===== src/hw/rtl/htlp_pkg.sv =====
// ----------------------------------------------------------------------------
// Haplotype transition log probabilities: shared package
// Constants, state codes and the structs that pass between the block's parts.
// ----------------------------------------------------------------------------
`default_nettype none

package htlp_pkg;

   localparam int GAP_W     = 48;
   localparam int FIFO_DEPTH = 4;
   localparam int FIFO_AW   = 2;

   localparam logic [63:0] Q63_ONE = 64'h8000000000000000;
   localparam logic [63:0] LN2_Q64 = 64'hB17217F7D1CF79AB;
   localparam logic [63:0] LN2_Q56 = 64'h00B17217F7D1CF79;
   localparam logic [31:0] MAG_SAT = 32'h80000000;
   localparam logic [64:0] RECIP_NUM = 65'h1_0000_0000_0000_0000;

   localparam logic [1:0] CSR_POP_SCALE     = 2'd0;
   localparam logic [1:0] CSR_SMOOTH_FACTOR = 2'd1;
   localparam logic [1:0] CSR_HAP_COUNT     = 2'd2;

   typedef enum logic [3:0] {
      ST_IDLE,
      ST_PG,
      ST_XDIV,
      ST_EK,
      ST_EH_M,
      ST_EH_D,
      ST_EH_C,
      ST_EDR,
      ST_DN,
      ST_LN,
      ST_LF,
      ST_LM,
      ST_SM,
      ST_CMP,
      ST_OUT
   } st_type;

   typedef enum logic [1:0] {
      LOG_D,
      LOG_N,
      LOG_S,
      LOG_Q
   } log_sel_type;

   typedef struct packed {
      logic             vld;
      logic [GAP_W-1:0] gap;
   } gap_beat_type;

   typedef struct packed {
      logic [31:0] pop_scale;
      logic [31:0] smooth_factor;
      logic [15:0] hap_count;
   } cfg_type;

   // Floor of 2^64 / j for the series divisors; the quotient estimate taken
   // with it is low by at most one.
   function automatic logic [63:0] horner_recip(input logic [4:0] j);
      logic [63:0] m;
      case (j)
         5'd2:    m = 64'(RECIP_NUM / 65'd2);
         5'd3:    m = 64'(RECIP_NUM / 65'd3);
         5'd4:    m = 64'(RECIP_NUM / 65'd4);
         5'd5:    m = 64'(RECIP_NUM / 65'd5);
         5'd6:    m = 64'(RECIP_NUM / 65'd6);
         5'd7:    m = 64'(RECIP_NUM / 65'd7);
         5'd8:    m = 64'(RECIP_NUM / 65'd8);
         5'd9:    m = 64'(RECIP_NUM / 65'd9);
         5'd10:   m = 64'(RECIP_NUM / 65'd10);
         5'd11:   m = 64'(RECIP_NUM / 65'd11);
         5'd12:   m = 64'(RECIP_NUM / 65'd12);
         5'd13:   m = 64'(RECIP_NUM / 65'd13);
         5'd14:   m = 64'(RECIP_NUM / 65'd14);
         5'd15:   m = 64'(RECIP_NUM / 65'd15);
         5'd16:   m = 64'(RECIP_NUM / 65'd16);
         5'd17:   m = 64'(RECIP_NUM / 65'd17);
         5'd18:   m = 64'(RECIP_NUM / 65'd18);
         5'd19:   m = 64'(RECIP_NUM / 65'd19);
         5'd20:   m = 64'(RECIP_NUM / 65'd20);
         5'd21:   m = 64'(RECIP_NUM / 65'd21);
         5'd22:   m = 64'(RECIP_NUM / 65'd22);
         5'd23:   m = 64'(RECIP_NUM / 65'd23);
         5'd24:   m = 64'(RECIP_NUM / 65'd24);
         5'd25:   m = 64'(RECIP_NUM / 65'd25);
         default: m = '0;
      endcase
      return m;
   endfunction

endpackage

`default_nettype wire


===== src/hw/rtl/htlp_front.sv =====
// ----------------------------------------------------------------------------
// Front end
// Takes marker beats, keeps the previous position and queues the map gap of
// every marker that is not the first of its chromosome.
// ----------------------------------------------------------------------------
`default_nettype none

module htlp_front (
   input  wire logic                clock,
   input  wire logic                reset,
   input  wire logic                req_tvalid,
   output logic                     req_tready,
   input  wire logic [47:0]         req_tdata,   // map_pos
   input  wire logic                req_tuser,   // first_marker
   output htlp_pkg::gap_beat_type   push,
   input  wire logic                push_ready
);
   import htlp_pkg::*;

   logic [GAP_W-1:0] prev_ff;
   logic [GAP_W-1:0] prev_in;
   logic             take;

   assign req_tready = push_ready;
   assign take       = req_tvalid & push_ready;

   always_comb begin
      prev_in  = prev_ff;
      push.vld = 1'b0;
      push.gap = GAP_W'(1);
      if (take) begin
         prev_in = req_tdata;
         push.vld = ~req_tuser;
         // A gap of zero or less is floored at one LSB.
         if (req_tdata > prev_ff) begin
            push.gap = req_tdata - prev_ff;
         end
      end
   end

   always_ff @(posedge clock) begin
      if (reset) begin
         prev_ff <= '0;
      end else begin
         prev_ff <= prev_in;
      end
   end

endmodule

`default_nettype wire


===== config.mk =====
export PLATFORM = sky130hd
export DESIGN_NAME = htlp_front
export DESIGN_NICKNAME = d
export VERILOG_FILES = /design/src/hw/rtl/htlp_pkg.sv /design/src/hw/rtl/htlp_front.sv
export SDC_FILE = /design/constraint.sdc
export NUM_CORES = 1
export LEC_CHECK = 0
export BUFFER_PORTS_ARGS = -buffer_cell sky130_fd_sc_hd__buf_2
export CAP_MARGIN = 15
export CORE_UTILIZATION = 58
export CTS_BUF_LIST = sky130_fd_sc_hd__clkbuf_8
export DETAILED_ROUTE_END_ITERATION = 16
export HOLD_SLACK_MARGIN = 0.1
export PLACE_DENSITY = 0.88
export RECOVER_POWER = 25
export SYNTH_ARGS = -nofsm -noshare
export SYNTH_HDL_FRONTEND = slang
export SYNTH_SLANG_ARGS = --single-unit

===== constraint.sdc =====
create_clock -name clock -period 4 [get_ports clock]
set_input_delay 0.6 -clock clock [delete_from_list [all_inputs] [get_ports clock]]
set_output_delay 0.6 -clock clock [all_outputs]
set_load 0.02 [all_outputs]

## Yosys cells after proc, flatten, opt, wreduce, memory -nomap -nowiden

Index checks and enable logic that the tools add are counted.

- Bits in registers: 48
- Bits in latches: 0
- RAM bits: 0
- Memory bits (read-only): 0
- Input port bits: 53
- Output and inout port bits: 50
- Logic and storage cells: 7
- Memories: 0

- Add/subtract/negate cells: 1
- Multipliers: 0
- Divide/modulo/power cells: 0
- Order comparisons: 1
- Equal/unequal tests: 0
- Shift operators: 0
- Multiplexer cells: 2
- Bitwise gates (word level): 2
- Reductions and logical operators: 0

Operators by type and width:

| cell | number |
|---|---|
| $mux W49 | 1 |
| $gt A48 B48 Y1 | 1 |
| $mux W48 | 1 |
| $sub A48 B48 Y48 | 1 |
| $and A1 B1 Y1 | 1 |
| $not A1 Y1 | 1 |

## Logic depth before layout (Yosys ltp)

Gate-level depths: netlist of run 1.

- Word-level depth: 3
- Gate-level depth with buffers: 14
- Mapped depth without buffers: 12

## Least setup slack after synthesis of run 1

OpenSTA, ideal clock, no wires.

- Kind: input to output
- From: input port req_tdata[0]
- To: output port push[41] in the netlist's numbering
- Arrival: 3.133 ns
- Data required time: 3.400 ns
- Setup slack: 0.267 ns
- Stages on the path: 11
- Path buffers: 1
- Cell sequence: inv_1 -> ha_1 -> fa_1 -> nor2b_1 -> o31a_1 -> o31ai_4 -> a22oi_4 -> nand4_1 -> a21o_1 -> clkbuf_8 -> nor4b_1

RTL lines:

| what | line | text |
|---|---|---|
| start, declared | htlp_front.sv:13 | `input wire logic [47:0] req_tdata,` |
| end, declared | htlp_front.sv:15 | `output htlp_pkg::gap_beat_type push,` |

==> run_results.csv, run 1 <==
group,metric,value,unit
timing,setup_ws,0.179,ns
placement,place_hpwl,10.5,mm
routing,ant_nets,0,
clock_network,cts_hold_buf,0,
synthesis,seq_area_frac_synth,18.9,%
clock_network,cts.sinks,48,
clock_network,cts_tree,"yes",
critical_path,crit_type,"in2out",
clock_network,h-tree-depth,2,
placement,place_worst_setup_slack,0.172,ns
synthesis,ys_ff_latch,48,
critical_path,crit_required,3.40,ns
synthesis,dominantRegCellSynth,"dfxtp_1",
timing,tightest_slew,2.18,ns
timing,slew-limit-headroom,-45.2,%
timing,rsz0062_at_grt,"no",
timing,max_freq,262,MHz
timing,slew_violations,49,
global_route,antenna_found_initial,0,
cells_and_area,final_nets,923,
cells_and_area,fill_cells,755,
clock_network,cts_inserted_buffers,5,
job,maxCapViolations,1,
pwr,power_density,282,nW/um^2
global_route,grt_max_degree,49,
cells_and_area,area_growth,12.4,%
synthesis,synthesis.nets,839,
routing,routedWlPerCell,14.5,microns
clock_network,clock_latency,0.31,ns
global_route,grt_overflow,0,
clock_network,cts_buffer_depth,2,
hold_path,hold_path.class,"reg2reg",
pwr,ir_drop,0.000189,V
timing,skew,0,ns
routing,dr.pass1.iters,5,
routing,dr_total_vias,5338,
critical_path,crit_arrival,3.22,ns
cells_and_area,antenna_cells,0,
global_route,grt_usage,30.2,%
die,die-area,9120,sq um
die,rows,33,
die,core_area,8340,sq um
critical_path,crit_fanout,5,
critical_path,startpoint_type,"input pin",
cells_and_area,regMostFlops,"prev_ff",
timing,period_share,95.5,%
timing,fin_crit,3.82,ns
pwr,p_leak,2.48,nW
status,violations,"max-capacitance violations, max-slew violations",
global_route,grt_pass1_vias,4974,
timing,whs,0.458,ns
synthesis,synth_cell_types,64,
routing,drc,0,
synthesis,yosys_warnings,0,
synthesis,synth_area_leader_cell,"dfxtp_1",
timing,setup_violations,0,
routing,postRouteWirelength,13.4,mm
critical_path,cp-end-kind,"output port",
global_route,grt_pass1_wl,22.2,mm
synthesis,ys_top_cells_by_area,"dfxtp_1, ha_1, nand2_1",
placement,place_congestion,0.917,
status,outcome,"finished, violations left",
timing,hold_viol,0,
synthesis,postSynthCellCount,737,
critical_path,ff2ff_path_depth,2,
synthesis,avgSynthCellArea,6.88,sq um
placement,io_buffers,102,
die,fp.dieH,95.5,microns
clock_network,cts_root_buffer,"clkbuf_8",
die,die_width,95.5,microns
synthesis,synth_enable_flop_cells,0,
die,ios,103,
synthesis,syn_area,5070,sq um
clock_network,path_clk_slew,0.09,ns
cells_and_area,largest_register_ffs,48,
routing,drt_iter0_drc,209,
cells_and_area,design_area,5700,sq um
synthesis,synth_top_area_share,18.9,%
synthesis,synthArstFlopShare,0,%
cells_and_area,largestRegisters,"prev_ff: 48 flops",
hold_path,hold_depth,2,
placement,place_area,5560,sq um
routing,vias_per_cell,5.76,
timing,tns,0,ns
die,initial_core_util,60.8,%
cells_and_area,drive_gt1_share,17.3,%
## placed cells by master (no fill, tap or decap), types with 7 or more instances in the layout
cell type / n
buf_2: 100
a21o_1: 23
nand2_1: 144
o21bai_1: 7
nand3_1: 10
inv_1: 61
o21a_1: 7
ha_1: 48
xor2_1: 18
nand4_1: 15
buf_4: 7
o21ai_0: 31
dfxtp_1: 48
clkbuf_8: 7
a21oi_1: 101
nor3_1: 16
nor2_1: 71
xnor2_1: 18
## through the flow
stage / instances / power [mW] / utilization [%]
3_5_place_dp: 919 / 1.21 / 66.7
2_1_floorplan: 737 / 1.04 / -
3_3_place_gp: 919 / 1.19 / 66.7
6_report: 927 / 1.61 / 68.3
4_1_cts: 927 / 1.61 / 68.2
5_1_grt: 927 / 1.71 / 68.3
## cell usage after synthesis, drive strengths merged (3+ instances only)
cell type,instances
dfxtp,48
o21ai,37
a21boi,6
xnor2,18
nand4,15
inv,61
buf,11
o21bai,9
nand3,10
nand2,144
nor3,18
a211oi,6
nor2,71
nor4,4
a21oi,105
o31ai,5
clkbuf,23
and2,5
and3,5
a21o,24
xor2,18
nand2b,3
ha,48
nor2b,5
o21a,7
## worst max-delay path, cell delays in order
cell and delay, ns:
buf_2 0.09, inv_1 0.04, ha_1 0.22, fa_1 0.38
nor2b_1 0.19, o31a_1 0.23, o31ai_4 0.09, a22oi_4 0.25
a21oi_4 0.12, o41ai_4 0.35, o21ai_0 0.17, xor2_1 0.16
nor2_1 0.13, buf_2 0.19
## final cells by class
cell class / instances / area (sq um) / share of cell area [%]
inverters: 61 / 229 / 4.02
flip-flops and latches: 48 / 961 / 16.9
well taps: 105 / 131 / 2.31
repair buffers: 111 / 584 / 10.3
multi-input cells: 594 / 3670 / 64.3
clock buffers: 7 / 96.3 / 1.69
clock inverters: 1 / 30.0 / 0.527
## path summary, 6_finish.rpt
| path | from | end | slack (ns) |
|---|---|---|---|
| setup / recovery | req_tdata[0] | push[46] | 0.18 |
| hold / removal | prev_ff[38]$_SDFFE_PP0P_ | prev_ff[38]$_SDFFE_PP0P_ | 0.46 |
| setup reg to reg | prev_ff[1]$_SDFFE_PP0P_ | prev_ff[1]$_SDFFE_PP0P_ | 3.27 |
| hold reg to reg | prev_ff[38]$_SDFFE_PP0P_ | prev_ff[38]$_SDFFE_PP0P_ | 0.46 |
## power breakdown
part           switching, mW  leakage (nW)  total (mW)  internal, mW
clock network          0.176        0.0645       0.397         0.221
logic                  0.431          2.03       0.698         0.267
registers             0.0113         0.392       0.511         0.500
## routing by layer
| metal | GRT usage (%) | up-vias | share of wire, % |
|---|---|---|---|
| met4 | 9.58 | 0 | 2.0 |
| met2 | 52.2 | 172 | 48 |
| li1 | - | 2702 | - |
| met1 | 38.5 | 2438 | 45 |
| met5 | 0 | - | 0 |
| met3 | 3.99 | 26 | 5.0 |
## logic make-up after synthesis
kind of cell | count (synthesis) | share of synthesized area, %
xor gates and xnor gates | 36 | 6.22
DFF | 48 | 18.9
buffers and inverters | 95 | 9.10
and+or+nand+nor | 290 | 25.0
AOI/OAI and AO/OA | 219 | 28.5
adders and majority gates | 49 | 12.2
## repair_timing
action | in CTS | in global routing
buffers inserted | 0 | 0
gates resized for setup | 0 | 4
endpoints found under the setup margin | 0 | 3
Power figures use the tool's default switching activity.
==> inputs of run 2 (changes only) <==
--- a/config.mk
+++ b/config.mk
@@ -8,7 +8,7 @@
 export BUFFER_PORTS_ARGS = -buffer_cell sky130_fd_sc_hd__buf_2
 export CAP_MARGIN = 15
 export CORE_UTILIZATION = 58
-export CTS_BUF_LIST = sky130_fd_sc_hd__clkbuf_8
+export CTS_BUF_LIST = sky130_fd_sc_hd__clkbuf_4
 export DETAILED_ROUTE_END_ITERATION = 16
 export HOLD_SLACK_MARGIN = 0.1
 export PLACE_DENSITY = 0.88
==> run_results.csv, run 2 (synthesized netlist as in run 1, its figures left out) <==
group,metric,value,unit
placement,place_hpwl,10.5,mm
routing,dr_total_vias,5312,
cells_and_area,antenna_cells,0,
pwr,internal_power,896,uW
global_route,gr-usage-met2,52.1,%
placement,io_buffers,102,
die,die-area,9120,sq um
routing,ant_nets,0,
critical_path,crit_fanout,5,
job,maxCapViolations,1,
global_route,grt_usage,29.9,%
routing,drt_iter0_drc,232,
hold_path,hold_path.class,"in2reg",
timing,skew,0,ns
global_route,antenna_found_initial,0,
timing,period_share,96.3,%
timing,slew-limit-headroom,-45.5,%
die,ios,103,
routing,vias_per_cell,5.73,
die,die_width,95.5,microns
cells_and_area,regMostFlops,"prev_ff",
clock_network,clock_latency,0.36,ns
timing,tightest_slew,2.18,ns
global_route,use_met1,38.2,%
pwr,p_clk_share,19.4,%
cells_and_area,largestRegisters,"prev_ff: 48 flops",
critical_path,cp-end-kind,"output port",
cells_and_area,final_common_cell,"nand2_1",
pwr,p_sw,609,uW
global_route,grt_overflow,0,
timing,rsz0062_at_grt,"no",
placement,place_congestion,0.917,
die,initial_core_util,60.8,%
die,core_area,8340,sq um
critical_path,crit_type,"in2out",
clock_network,cts_hold_buf,0,
timing,max_freq,259,MHz
clock_network,path_clk_slew,0.15,ns
timing,hold_viol,0,
pwr,ir_drop,0.000181,V
status,outcome,"finished, violations left",
critical_path,startpoint_type,"input pin",
timing,tns,0,ns
global_route,use_met3,2.95,%
global_route,grt_busiest_layer,"met2",
global_route,grt_pass1_wl,22.1,mm
pwr,comb_power_share,46.6,%
global_route,grt_max_degree,49,
pwr,netSwitchingFraction,40.5,%
timing,fin_crit,3.85,ns
cells_and_area,area_growth,11.6,%
clock_network,cts_root_buffer,"clkbuf_4",
timing,slew_violations,49,
cells_and_area,largest_register_ffs,48,
status,violations,"max-capacitance violations, max-slew violations",
clock_network,cts_inserted_buffers,5,
critical_path,crit_required,3.40,ns
routing,dr.pass1.iters,5,
die,rows,33,
routing,drc,0,
placement,place_worst_setup_slack,0.172,ns
global_route,grt_pass1_vias,4961,
routing,postRouteWirelength,13.4,mm
timing,setup_violations,0,
clock_network,cts_tree,"yes",
die,fp.dieH,95.5,microns
pwr,seqPwrFrac,34.0,%
pwr,p_leak,2.46,nW
pwr,power_density,266,nW/um^2
critical_path,crit_arrival,3.25,ns
clock_network,cts_buffer_depth,2,
cells_and_area,final_nets,923,
cells_and_area,fill_cells,759,
timing,setup_ws,0.146,ns
cells_and_area,drive_gt1_share,17.5,%
cells_and_area,layout_common_cells,"nand2_1, a21oi_1, buf_2, nor2_1, inv_1",
routing,routedWlPerCell,14.4,microns
clock_network,cts.sinks,48,
clock_network,h-tree-depth,2,
## run 2: worst paths after layout
kind,slack (ns),startpoint,depth (start not counted),to
setup / recovery,0.15,req_tdata[0],14,push[44]
hold / removal,0.46,req_tdata[7],3,prev_ff[7]$_SDFFE_PP0P_
setup reg to reg,3.26,prev_ff[1]$_SDFFE_PP0P_,2,prev_ff[1]$_SDFFE_PP0P_
hold reg to reg,0.46,prev_ff[38]$_SDFFE_PP0P_,2,prev_ff[38]$_SDFFE_PP0P_
## run 2: routing by layer
metal / vias up / wire, microns
li1: 2702 / -
met1: 2442 / 6050
met2: 142 / 6470
met3: 26 / 545
met4: 0 / 302
met5: - / 0
## run 2: timing repair
action	4_1_cts	5_1_grt
setup buffers	0	0
endpoints found under the setup margin	0	19
endpoints found under the hold margin	0	0
resized for setup	0	10
## run 2: worst max-delay path, cell delays in order
cell and delay (ns):
buf_2 0.09, inv_1 0.04, ha_1 0.22, fa_1 0.38
nor2b_1 0.20, o31a_1 0.25, o31ai_4 0.10, a22oi_4 0.25
a21o_1 0.26, nand2_1 0.11, nor3_1 0.27, nor3_1 0.08
nor3_1 0.21, buf_2 0.20
## run 2: area by class of cell
type | instances | area (sq um) | area share [%]
clock inverter | 3 | 37.5 | 0.663
timing repair buffer | 111 | 584 | 10.3
inverter | 61 | 229 | 4.05
tap | 105 | 131 | 2.32
multi-input combinational | 594 | 3680 | 65.0
sequential | 48 | 961 | 17.0
clock buffer | 5 | 37.5 | 0.663
## run 2: power groups by stage
stage               Sequential (mW)  Combinational [mW]  Clock [mW]
floorplan                     0.519               0.526           0
global placement              0.521               0.670           0
detailed placement            0.522               0.683           0
CTS                           0.512               0.688       0.309
global route                  0.515               0.774       0.318
finish                        0.512               0.701       0.292
## run 2: metrics by stage
| stage | std cells | total power, mW | hold WS, ns | utilization (%) | area (sq um) |
|---|---|---|---|---|---|
| 5_1_grt | 927 | 1.61 | 0.455 | 67.9 | 5660 |
| 6_report | 927 | 1.50 | 0.463 | 67.9 | 5660 |
| 2_1_floorplan | 737 | 1.04 | 0.436 | - | 5070 |
| 3_5_place_dp | 919 | 1.21 | 0.447 | 66.7 | 5560 |
| 3_3_place_gp | 919 | 1.19 | 0.441 | 66.7 | 5560 |
| 4_1_cts | 927 | 1.51 | 0.441 | 67.6 | 5640 |
