<file path="src/hw/rtl/htlp_pkg.sv">
// ----------------------------------------------------------------------------
// Haplotype transition log probabilities: shared package
// Constants, state codes and the structs that pass between the block's parts.
// ----------------------------------------------------------------------------
`default_nettype none

package htlp_pkg;

   localparam int GAP_W     = 48;
   localparam int FIFO_DEPTH = 4;
   localparam int FIFO_AW   = 2;

   localparam logic [63:0] Q63_ONE = 64'h8000000000000000;
   localparam logic [63:0] LN2_Q64 = 64'hB17217F7D1CF79AB;
   localparam logic [63:0] LN2_Q56 = 64'h00B17217F7D1CF79;
   localparam logic [31:0] MAG_SAT = 32'h80000000;
   localparam logic [64:0] RECIP_NUM = 65'h1_0000_0000_0000_0000;

   localparam logic [1:0] CSR_POP_SCALE     = 2'd0;
   localparam logic [1:0] CSR_SMOOTH_FACTOR = 2'd1;
   localparam logic [1:0] CSR_HAP_COUNT     = 2'd2;

   typedef enum logic [3:0] {
      ST_IDLE,
      ST_PG,
      ST_XDIV,
      ST_EK,
      ST_EH_M,
      ST_EH_D,
      ST_EH_C,
      ST_EDR,
      ST_DN,
      ST_LN,
      ST_LF,
      ST_LM,
      ST_SM,
      ST_CMP,
      ST_OUT
   } st_type;

   typedef enum logic [1:0] {
      LOG_D,
      LOG_N,
      LOG_S,
      LOG_Q
   } log_sel_type;

   typedef struct packed {
      logic             vld;
      logic [GAP_W-1:0] gap;
   } gap_beat_type;

   typedef struct packed {
      logic [31:0] pop_scale;
      logic [31:0] smooth_factor;
      logic [15:0] hap_count;
   } cfg_type;

   // Floor of 2^64 / j for the series divisors; the quotient estimate taken
   // with it is low by at most one.
   function automatic logic [63:0] horner_recip(input logic [4:0] j);
      logic [63:0] m;
      case (j)
         5'd2:    m = 64'(RECIP_NUM / 65'd2);
         5'd3:    m = 64'(RECIP_NUM / 65'd3);
         5'd4:    m = 64'(RECIP_NUM / 65'd4);
         5'd5:    m = 64'(RECIP_NUM / 65'd5);
         5'd6:    m = 64'(RECIP_NUM / 65'd6);
         5'd7:    m = 64'(RECIP_NUM / 65'd7);
         5'd8:    m = 64'(RECIP_NUM / 65'd8);
         5'd9:    m = 64'(RECIP_NUM / 65'd9);
         5'd10:   m = 64'(RECIP_NUM / 65'd10);
         5'd11:   m = 64'(RECIP_NUM / 65'd11);
         5'd12:   m = 64'(RECIP_NUM / 65'd12);
         5'd13:   m = 64'(RECIP_NUM / 65'd13);
         5'd14:   m = 64'(RECIP_NUM / 65'd14);
         5'd15:   m = 64'(RECIP_NUM / 65'd15);
         5'd16:   m = 64'(RECIP_NUM / 65'd16);
         5'd17:   m = 64'(RECIP_NUM / 65'd17);
         5'd18:   m = 64'(RECIP_NUM / 65'd18);
         5'd19:   m = 64'(RECIP_NUM / 65'd19);
         5'd20:   m = 64'(RECIP_NUM / 65'd20);
         5'd21:   m = 64'(RECIP_NUM / 65'd21);
         5'd22:   m = 64'(RECIP_NUM / 65'd22);
         5'd23:   m = 64'(RECIP_NUM / 65'd23);
         5'd24:   m = 64'(RECIP_NUM / 65'd24);
         5'd25:   m = 64'(RECIP_NUM / 65'd25);
         default: m = '0;
      endcase
      return m;
   endfunction

endpackage

`default_nettype wire

</file>
<file path="src/hw/rtl/htlp_fifo.sv">
// ----------------------------------------------------------------------------
// Gap queue
// Short queue of map gaps between the front end and the arithmetic back end.
// ----------------------------------------------------------------------------
`default_nettype none

module htlp_fifo (
   input  wire logic              clock,
   input  wire logic              reset,
   input  htlp_pkg::gap_beat_type push,
   output logic                   push_ready,
   output htlp_pkg::gap_beat_type head,
   input  wire logic              pop
);
   import htlp_pkg::*;

   logic [GAP_W-1:0]   mem [FIFO_DEPTH];
   logic [FIFO_AW-1:0] wp_ff, wp_in;
   logic [FIFO_AW-1:0] rp_ff, rp_in;
   logic [FIFO_AW:0]   cnt_ff, cnt_in;
   logic               do_push, do_pop;

   assign push_ready = (cnt_ff != (FIFO_AW+1)'(FIFO_DEPTH));
   assign do_push    = push.vld & push_ready;
   assign do_pop     = pop & (cnt_ff != '0);
   assign head.vld   = (cnt_ff != '0);
   assign head.gap   = mem[rp_ff];

   always_comb begin
      wp_in  = do_push ? wp_ff + FIFO_AW'(1) : wp_ff;
      rp_in  = do_pop ? rp_ff + FIFO_AW'(1) : rp_ff;
      cnt_in = cnt_ff + (FIFO_AW+1)'(do_push) - (FIFO_AW+1)'(do_pop);
   end

   always_ff @(posedge clock) begin
      if (reset) begin
         wp_ff  <= '0;
         rp_ff  <= '0;
         cnt_ff <= '0;
      end else begin
         wp_ff  <= wp_in;
         rp_ff  <= rp_in;
         cnt_ff <= cnt_in;
      end
   end

   always_ff @(posedge clock) begin
      if (do_push) begin
         mem[wp_ff] <= push.gap;
      end
   end

endmodule

`default_nettype wire

</file>
<file path="config.mk">
export PLATFORM = sky130hd
export DESIGN_NAME = htlp_fifo
export DESIGN_NICKNAME = d
export VERILOG_FILES = /design/src/hw/rtl/htlp_pkg.sv /design/src/hw/rtl/htlp_fifo.sv
export SDC_FILE = /design/constraint.sdc
export NUM_CORES = 1
export LEC_CHECK = 0
export BUFFER_PORTS_ARGS = -buffer_cell sky130_fd_sc_hd__buf_4
export CORE_MARGIN = 10
export CORE_UTILIZATION = 40
export CTS_BUF_LIST = sky130_fd_sc_hd__clkbuf_4 sky130_fd_sc_hd__clkbuf_8 sky130_fd_sc_hd__clkbuf_16
export CTS_CLUSTER_DIAMETER = 120
export DETAILED_ROUTE_END_ITERATION = 8
export PLACE_DENSITY_LB_ADDON = 0.2
export SETUP_SLACK_MARGIN = 0.15
export SLEW_MARGIN = 20
export SYNTH_ARGS = -nofsm -noshare
export SYNTH_HDL_FRONTEND = slang
export SYNTH_SLANG_ARGS = --single-unit
</file>
<file path="constraint.sdc">
create_clock -name clock -period 4.4 [get_ports clock]
set_clock_uncertainty 0.15 [all_clocks]
set_input_delay 0.22 -clock clock [delete_from_list [all_inputs] [get_ports clock]]
set_output_delay 0.22 -clock clock [all_outputs]
set_load 0.03 [all_outputs]
</file>
Yosys cells after proc, flatten, opt, wreduce, memory -nomap -nowiden
Memory sizes are Yosys's and may differ from the RTL's. A register that Yosys moved wholly into a read port is not among the register bits.
Index checks and enable logic that the tools add are counted.
{"block": "op_classes", "mux": 4, "add_sub_neg": 4, "bitwise_logic": 2, "n_eq_ne": 1, "reduce_logical": 1}
{"op": "2-bit by 1-bit adder with 2-bit output, second input constant", "n": 2}
{"op": "2-bit two-way mux", "n": 2}
{"op": "3-bit by 1-bit adder with 3-bit output", "n": 1}
{"op": "3-bit inequality test, second input constant", "n": 1}
{"op": "3-bit nonzero test", "n": 1}
{"op": "3-bit by 1-bit subtractor with 3-bit output", "n": 1}
{"op": "1-bit AND", "n": 2}
{"op": "1-bit two-way mux", "n": 2}
{"block": "totals", "input_bits": 52, "elab_cells": 16, "ff_bits": 7, "ramBits": 192, "mem_count": 1, "out_inout_bits": 50}
{"memory": "mem", "depth": 4, "word_bits": 48, "rd": 1, "rd_clocked_by_memory_dff": 1, "wr": 1, "line": "htlp_fifo.sv:17", "source": "logic [GAP_W-1:0] mem [FIFO_DEPTH];"}

Logic depth before layout (Yosys ltp)
Gate-level depths: netlist of the first run.
{"block": "depth", "ltp_word": 4, "depth_mapped": 11, "depth_no_buf": 11}

Least setup slack after synthesis of the first run
Ideal clock, no wire load.
{"block": "synth_timing", "path_kind": "flip-flop to flip-flop", "from": "register cnt_ff[1]", "to": "memory mem[0][0] (enable)", "path_slack_ns": 1.894, "setup_time_ns": 0.410, "path_stages_with_launch": 4, "t_arrival_ns": 1.945, "synth_period_minus_slack_ns": 2.506, "path_buffers": 0, "required_time_ns": 3.840, "cell_sequence": "dfxtp_1 -> nor2_1 -> a21boi_2 -> and2_1"}
{"block": "synth_between", "elab_chain_cells": 4}
{"item": "start, declared", "line": "htlp_fifo.sv:20", "source": "logic [FIFO_AW:0] cnt_ff, cnt_in;"}
{"item": "start signal, assigned", "line": "htlp_fifo.sv:43", "source": "cnt_ff <= cnt_in;"}
{"item": "3-bit inequality test", "line": "htlp_fifo.sv:23", "source": "assign push_ready = (cnt_ff != (FIFO_AW+1)'(FIFO_DEPTH));"}
{"item": "1-bit AND", "line": "htlp_fifo.sv:24", "source": "assign do_push = push.vld & push_ready;"}
{"item": "1-bit two-way mux", "line": "htlp_fifo.sv:48", "source": "if (do_push) begin"}
{"item": "1-bit two-way mux (not written as such)", "line": "htlp_fifo.sv:49", "source": "mem[wp_ff] <= push.gap;"}
{"item": "end, declared", "line": "htlp_fifo.sv:17"}
Every way passes these cells.

==> results by group, run 1 <==
Power and ir drop
  • Tot Pwr: around 5.9 mW
  • Leak: around 3.3 nW
  • Pwr Density: a little over 600 nW/um^2
  • Worst IR Drop VDD: between 0.3 and 0.4 mV

Layout
  • Layout cells sized above 1: 41.7%
  • Fillers: approximately 1400
  • Antenna fix cells: 0
  • NumNets Final: between 500 and 600
  • Multi-input logic area: 1350 sq um
  • Reg area: a little under 6000 sq um
  • Area Growth Syn to Fin: 30.6%

Floorplanning
  • Initial core utilization: roughly two fifths
  • Core area: ~18000 sq um
  • Die X: roughly 160 microns
  • Row Count: 49
  • Total die area: between 20000 and 25000 sq um
  • Height of the die: roughly 160 microns
  • Boundary Pins: between 100 and 150

Synthesis
  • Synth top area cells: edfxtp_1 78%, mux4_2 15%, dfxtp_1 2.4%, ha_1 1.0%, buf_6 0.46%
  • Syn Inst Count: 299
  • Register area share after synthesis: between 80% and 90%
  • Async S/R FF share, synth: 0%
  • Synthesized area per cell: about 25 sq um
  • Post-synth EDFFs: ~190
  • Synth Register Bits: approximately 200
  • Syn Nets: ~360
  • Post-synth top area share: 78.0%
  • Count leader, synth: edfxtp_1
  • Top cells by count, synth: 192 x edfxtp_1, 48 x mux4_2, 9 x dfxtp_1
  • Largest area contributor in the netlist: edfxtp_1
  • Synth warn: 0
  • Most used flip-flop cell after synthesis: edfxtp_1
  • Synth Cell Area: between 7000 and 8000 sq um
  • Distinct cells, synth: 24

Timing
  • Slew Viols, Final: 0
  • Final setup vio count: 0
  • Fin Setup TNS: 0 ps
  • Tmin final: about 2800 ps
  • Slew HR: between 30% and 40%
  • Setup repair after global routing missed its margin: false
  • Tcrit/Tclk final: 63.6%
  • Slew @ Worst Pin: around 1000 ps
  • PnR worst setup slack: 1600 ps
  • Peak Freq: 0.357 GHz
  • Endpoints failing hold: 0

Routing
  • Final antenna-violating net count: 0
  • Drt pass-1 iters: 4
  • Iteration-0 DRC Markers: around 190
  • Vias after detailed routing: 3503
  • Post-Route WL: approximately 15000 microns
  • Via-per-instance ratio: 4.91
  • Routed length per instance: between 20 and 25 microns
  • DRC viols: 0

Critical path
  • Nature of the critical path startpoint: flip-flop
  • Worst EP arrival: between 2000 and 2500 ps
  • CP required: roughly 4000 ps
  • Crit Path Category: reg -> out
  • CP max FO: 28
  • Crit end category: output pin

GRT
  • First-pass GRT wire length: 23100 microns
  • Vias in the first global route: between 4000 and 5000
  • Initial antenna violation count: 0
  • Pin count of the biggest net entering global routing: 49
  • GR Overflow Total: 0
  • Total Routing Usage GR: about 12%

Clock tree
  • Clock sinks: ~200
  • CTS Buf Count: 22
  • Root buffer cell: clkbuf_16
  • Worst-path clk slew: 60 ps
  • Setup Fix Bufs, Post-CTS: 0
  • Worst-Skew Late Latency: 490 ps
  • CTS tree: yes
  • Htree depth: 1
  • Clock buffer depth: 3

Placed design
  • GP Congestion: ~0.7
  • Pre-CTS setup slack: 1740 ps
  • Port-buffer cells: slightly above 100
  • HPWL after DPL: between 9000 and 10000 microns

Run
  • Max cap viols: 0

Outcome
  • Status: complete, no violations

Min path
  • Worst Hold Class: in -> reg
worst max-delay path, cell delays in order (launching register included):
cell and delay [ps]:
dfxtp_2 870, buf_4 450, mux4_2 400, buf_4 200
path summary, 6_finish.rpt:
path	start	to	slack, ps	depth (start not counted)
worst max-delay path	flip-flop	head[44]	1600	3
worst min-delay path	pop	flip-flop	40	4
worst max register to register	cnt_ff[1]	mem[3][43]	1800	4
worst min register to register	wp_ff[1]	wp_ff[1]	390	2
routing by layer:
layer	vias to the layer above	GRT usage, %	share of wire (%)
met3	21	3.36	7.5
li1	1595	-	-
met5	-	0	0
met2	105	20.2	48
met4	0	3.64	1.9
met1	1782	15.6	43
flip-flops by register name, summed over array words and instances (netlist names), named ones only:
| register | count |
|---|---|
| mem | 192 |
| cnt_ff | 3 |
| rp_ff | 2 |
| wp_ff | 2 |
cell usage in the layout (no fill, tap or decap), drive strengths merged:
cell / n
fa: 1
dfxtp: 9
nand2b: 2
clkinv: 8
inv: 5
xnor2: 1
o31a: 1
o311ai: 1
mux2i: 1
nor2b: 1
nor2: 8
ha: 6
or3: 1
a21boi: 1
nand2: 1
dlygate4sd3: 49
xor2: 2
edfxtp: 192
bufinv: 2
nor3: 1
mux4: 48
mux2: 1
clkbuf: 28
clkinvlp: 2
buf: 107
and2: 5
layout make-up:
class | instances | share of cell area [%]
clock buffer | 28 | 6.35
clock inverter | 12 | 1.18
inverter | 5 | 0.195
multi-input combinational | 82 | 14.0
sequential | 201 | 61.7
tap | 229 | 2.97
timing repair buffer | 156 | 13.6
through the flow:
step	hold slack [ps]	util, %	cell area, sq um	std cells
final	40.2	53.4	9650	713
after global routing	82.0	53.4	9650	713
after CTS	26.2	53.2	9620	712
after detailed placement	275	46.5	8400	623
after global placement	270	46.5	8400	623
after floorplan	169	-	7390	299
cell families (layout without fill, tap and decap cells):
group                    count (synthesis)  after routing  synth area share [%]
buffers and inverters                   16            201                  1.27
flip-flops                             201            201                  80.5
adder cells (fa/ha/maj)                  7              7                  1.29
AO/OA/AOI/OAI                            3              3                 0.390
AND/OR/NAND/NOR                         19             19                  1.29
XOR/XNOR                                 3              3                 0.356
multiplexers                            50             50                  14.9
timing repair:
item / CTS / global route
hold buffers: 49 / 0
resized for setup: 0 / 0
hold endpoints to repair: 201 / 0
report_power, final:
| part | internal, mW | switching, mW |
|---|---|---|
| registers | 2.35 | 0.131 |
| clock network | 1.10 | 0.679 |
| logic | 0.731 | 0.946 |
Power figures use the tool's default switching activity.
==> inputs of run 2 (changes only) <==
- ABC_AREA: unset -> 1
- clock period: 4.4 -> 2.9 ns (I/O delays scaled with it)
==> results by group, run 2 <==
Synthesis
  • Top cells by count, synth: 192 x edfxtp_1, 99 x nor2_1, 88 x o21ai_0
  • Synth Register Bits: 201 (unchanged)
  • Simple-gate share of the synthesized area: 6.46% (+5.2 points)
  • Synth top area cells: edfxtp_1 75%, o21ai_0 5.8%, nor2_1 4.9%, o22ai_1 3.9%, dfxtp_1 2.4%
  • Post-Synth Adder-Cell Area: 1.24% (-0.045 points)
  • Post-synthesis compound-gate area fraction: 10.7% (+10 points)
  • Synthesized area per cell: 14.4 sq um (-42%)
  • Syn Inst Count: 530 (+77%)
  • Largest family of logic cells by synthesized area: compound AO/OA/AOI/OAI gates
  • Distinct cells, synth: 23 (-4.2%)
  • Synth Cell Area: 7650 sq um (+3.6%)
  • Async S/R FF share, synth: 0% (unchanged)
  • Most used flip-flop cell after synthesis: edfxtp_1
  • Post-synth top area share: 75.3% (-2.7 points)
  • Largest area contributor in the netlist: edfxtp_1
  • Syn Nets: 589 (+65%)
  • Post-synth EDFFs: 192 (unchanged)
  • Register area share after synthesis: 77.7% (-2.8 points)
  • Count leader, synth: edfxtp_1
  • Post-synthesis mux area share: 0% (-15 points)
  • Synth Area in XOR/XNOR: 0% (-0.36 points)
  • Synth warn: 0 (unchanged)

Layout
  • Layout cells sized above 1: 23.2% (-19 points)
  • Most common cell after layout, fill and taps aside: edfxtp_1
  • Top reg by flops: mem
  • Number of flip-flops in the largest register: 192 (unchanged)
  • Fillers: 1567 (+10%)
  • Multi-input logic area: 1440 sq um (+6.5%)
  • Most frequent cells in the layout: 192 x edfxtp_1, 105 x buf_4, 95 x nor2_1
  • Design area: 9840 sq um (+2.0%)
  • NumNets Final: 744 (+41%)
  • Area Growth Syn to Fin: 28.6%
  • Reg area: 5950 sq um (unchanged)
  • Finished Layout Cells: 929 (+30%)
  • Antenna fix cells: 0 (unchanged)
  • Regs by FF count: mem x192, cnt_ff x3

Power and ir drop
  • Leak: 3.50 nW (+5.5%)
  • Pwr Density: 891 nW/um^2 (+45%)
  • Worst IR Drop VDD: 0.668 mV (+100%)

Timing
  • Final setup vio count: 0 (unchanged)
  • Slew HR: 51.6% (+20 points)
  • Endpoints failing hold: 0 (unchanged)
  • Slew Viols, Final: 0 (unchanged)
  • Slew @ Worst Pin: 726 ps (-305 ps)
  • Peak Freq: about 0.4 GHz
  • Tcrit/Tclk final: 86.4%
  • Hold Slack: 240 ps (+199 ps)
  • Setup repair after global routing missed its margin: false
  • Tmin final: ~2500 ps
  • PnR worst setup slack: 393 ps (-1210 ps)
  • Fin Setup TNS: 0 ps (unchanged)

Routing
  • Vias after detailed routing: 4769 (+36%)
  • Via-per-instance ratio: 5.13 (+4.5%)
  • Iteration-0 DRC Markers: 237 (+27%)
  • Routed length per instance: 18.1 microns (-12%)
  • Post-Route WL: 16800 microns (+15%)
  • Drt pass-1 iters: 4 (unchanged)
  • DRC viols: 0 (unchanged)
  • Final antenna-violating net count: 0 (unchanged)

Floorplanning
  • Initial core utilization: 40.8% (-0.064 points)
  • Total die area: 25100 sq um (+3.1%)
  • Die X: 158 microns (+1.6%)
  • Height of the die: 158 microns (+1.6%)
  • Boundary Pins: 102 (unchanged)
  • Core area: 18800 sq um (+3.8%)
  • Row Count: 50 (+2.0%)

GRT
  • Total Routing Usage GR: 13.2% (+0.95 points)
  • Pin count of the biggest net entering global routing: 97 (+98%)
  • Vias in the first global route: 4896 (+20%)
  • Initial antenna violation count: 0 (unchanged)
  • GR Overflow Total: 0 (unchanged)
  • First-pass GRT wire length: 25800 microns (+11%)

Placed design
  • Post-Place Cells: 844 (+35%)
  • Pre-CTS setup slack: 738 ps (-1000 ps)
  • Placed Area: 8660 sq um (+3.0%)
  • Port-buffer cells: 101 (unchanged)
  • GP Congestion: 0.730 (+2.2%)
  • HPWL after DPL: 9580 microns (+5.9%)

Critical path
  • CP max FO: 96 (+240%)
  • Crit Path Category: reg -> out
  • Worst EP arrival: 2210 ps (-220 ps)
  • Crit end category: output pin
  • Nature of the critical path startpoint: flip-flop
  • CP required: 2610 ps (-1420 ps)
  • Worst Reg2Reg Path Length in Cells: 10 (+6)

Clock tree
  • Clock sinks: 201 (unchanged)
  • Htree depth: 1 (unchanged)
  • CTS Buf Count: 22 (unchanged)
  • Worst-path clk slew: 50 ps (about the same)
  • Post-CTS Resized: 0 (unchanged)
  • Root buffer cell: clkbuf_16
  • Worst-Skew Late Latency: 480 ps (about the same)
  • Clock buffer depth: 3 (unchanged)
  • CTS tree: yes

Run
  • Max cap viols: 0 (unchanged)

Min path
  • Worst Hold Class: in -> reg
  • Worst hold path depth: 3 (-1)

Outcome
  • Status: complete, no violations
## run 2: critical path: stages, from the launching register on
cell and delay (ps):
dfxtp_4 470, inv_6 570, o21ai_0 180, o22ai_1 260
buf_4 220
## run 2: worst paths after layout
path / from / endpoint / slack, ps
setup / recovery: flip-flop / head[14] / 390
hold / removal: reset / cnt_ff[0] / 240
setup reg to reg: cnt_ff[1] / cnt_ff[2] / 730
hold reg to reg: rp_ff[0] / rp_ff[0] / 350
## run 2: final cells by class
class / instances / area share [%]
Clock buffer: 28 / 6.23
Multi-Input combinational cell: 282 / 14.6
Clock inverter: 6 / 0.598
Inverter: 16 / 0.661
Tap cell: 234 / 2.98
Sequential cell: 201 / 60.5
Timing Repair Buffer: 162 / 14.4
## run 2: report_power, final
group	internal [mW]	switching [mW]	leakage [nW]
Clock	1.57	0.994	0.332
Combinational	0.839	1.70	1.34
Sequential	3.54	0.125	1.83
Total	5.95	2.82	3.50
## run 2: cells by family after synthesis
family | after synthesis
DFF | 201
and+or+nand+nor | 124
buffers and inverters | 47
AOI/OAI and AO/OA | 151
adders and majority gates | 7
## run 2: per-layer routing
layer | vias to the layer above | GRT usage [%] | part of all wire [%]
met3 | 19 | 3.48 | 6.8
met1 | 2336 | 15.8 | 42
li1 | 2278 | - | -
met2 | 136 | 23.3 | 49
met5 | - | 0 | 0
met4 | 0 | 3.09 | 1.8
## run 2: metrics by stage
step	utilization, %	total power [mW]
after floorplan	-	5.33
after global placement	46.1	6.21
after detailed placement	46.1	6.26
after CTS	52.4	8.89
after global routing	52.4	9.21
final	52.4	8.77
## run 2: repair_timing
item | 4_1_cts | 5_1_grt
setup buffers | 0 | 0
hold endpoints to repair | 201 | 0
setup endpoints to repair | 0 | 0
hold buffers | 51 | 0
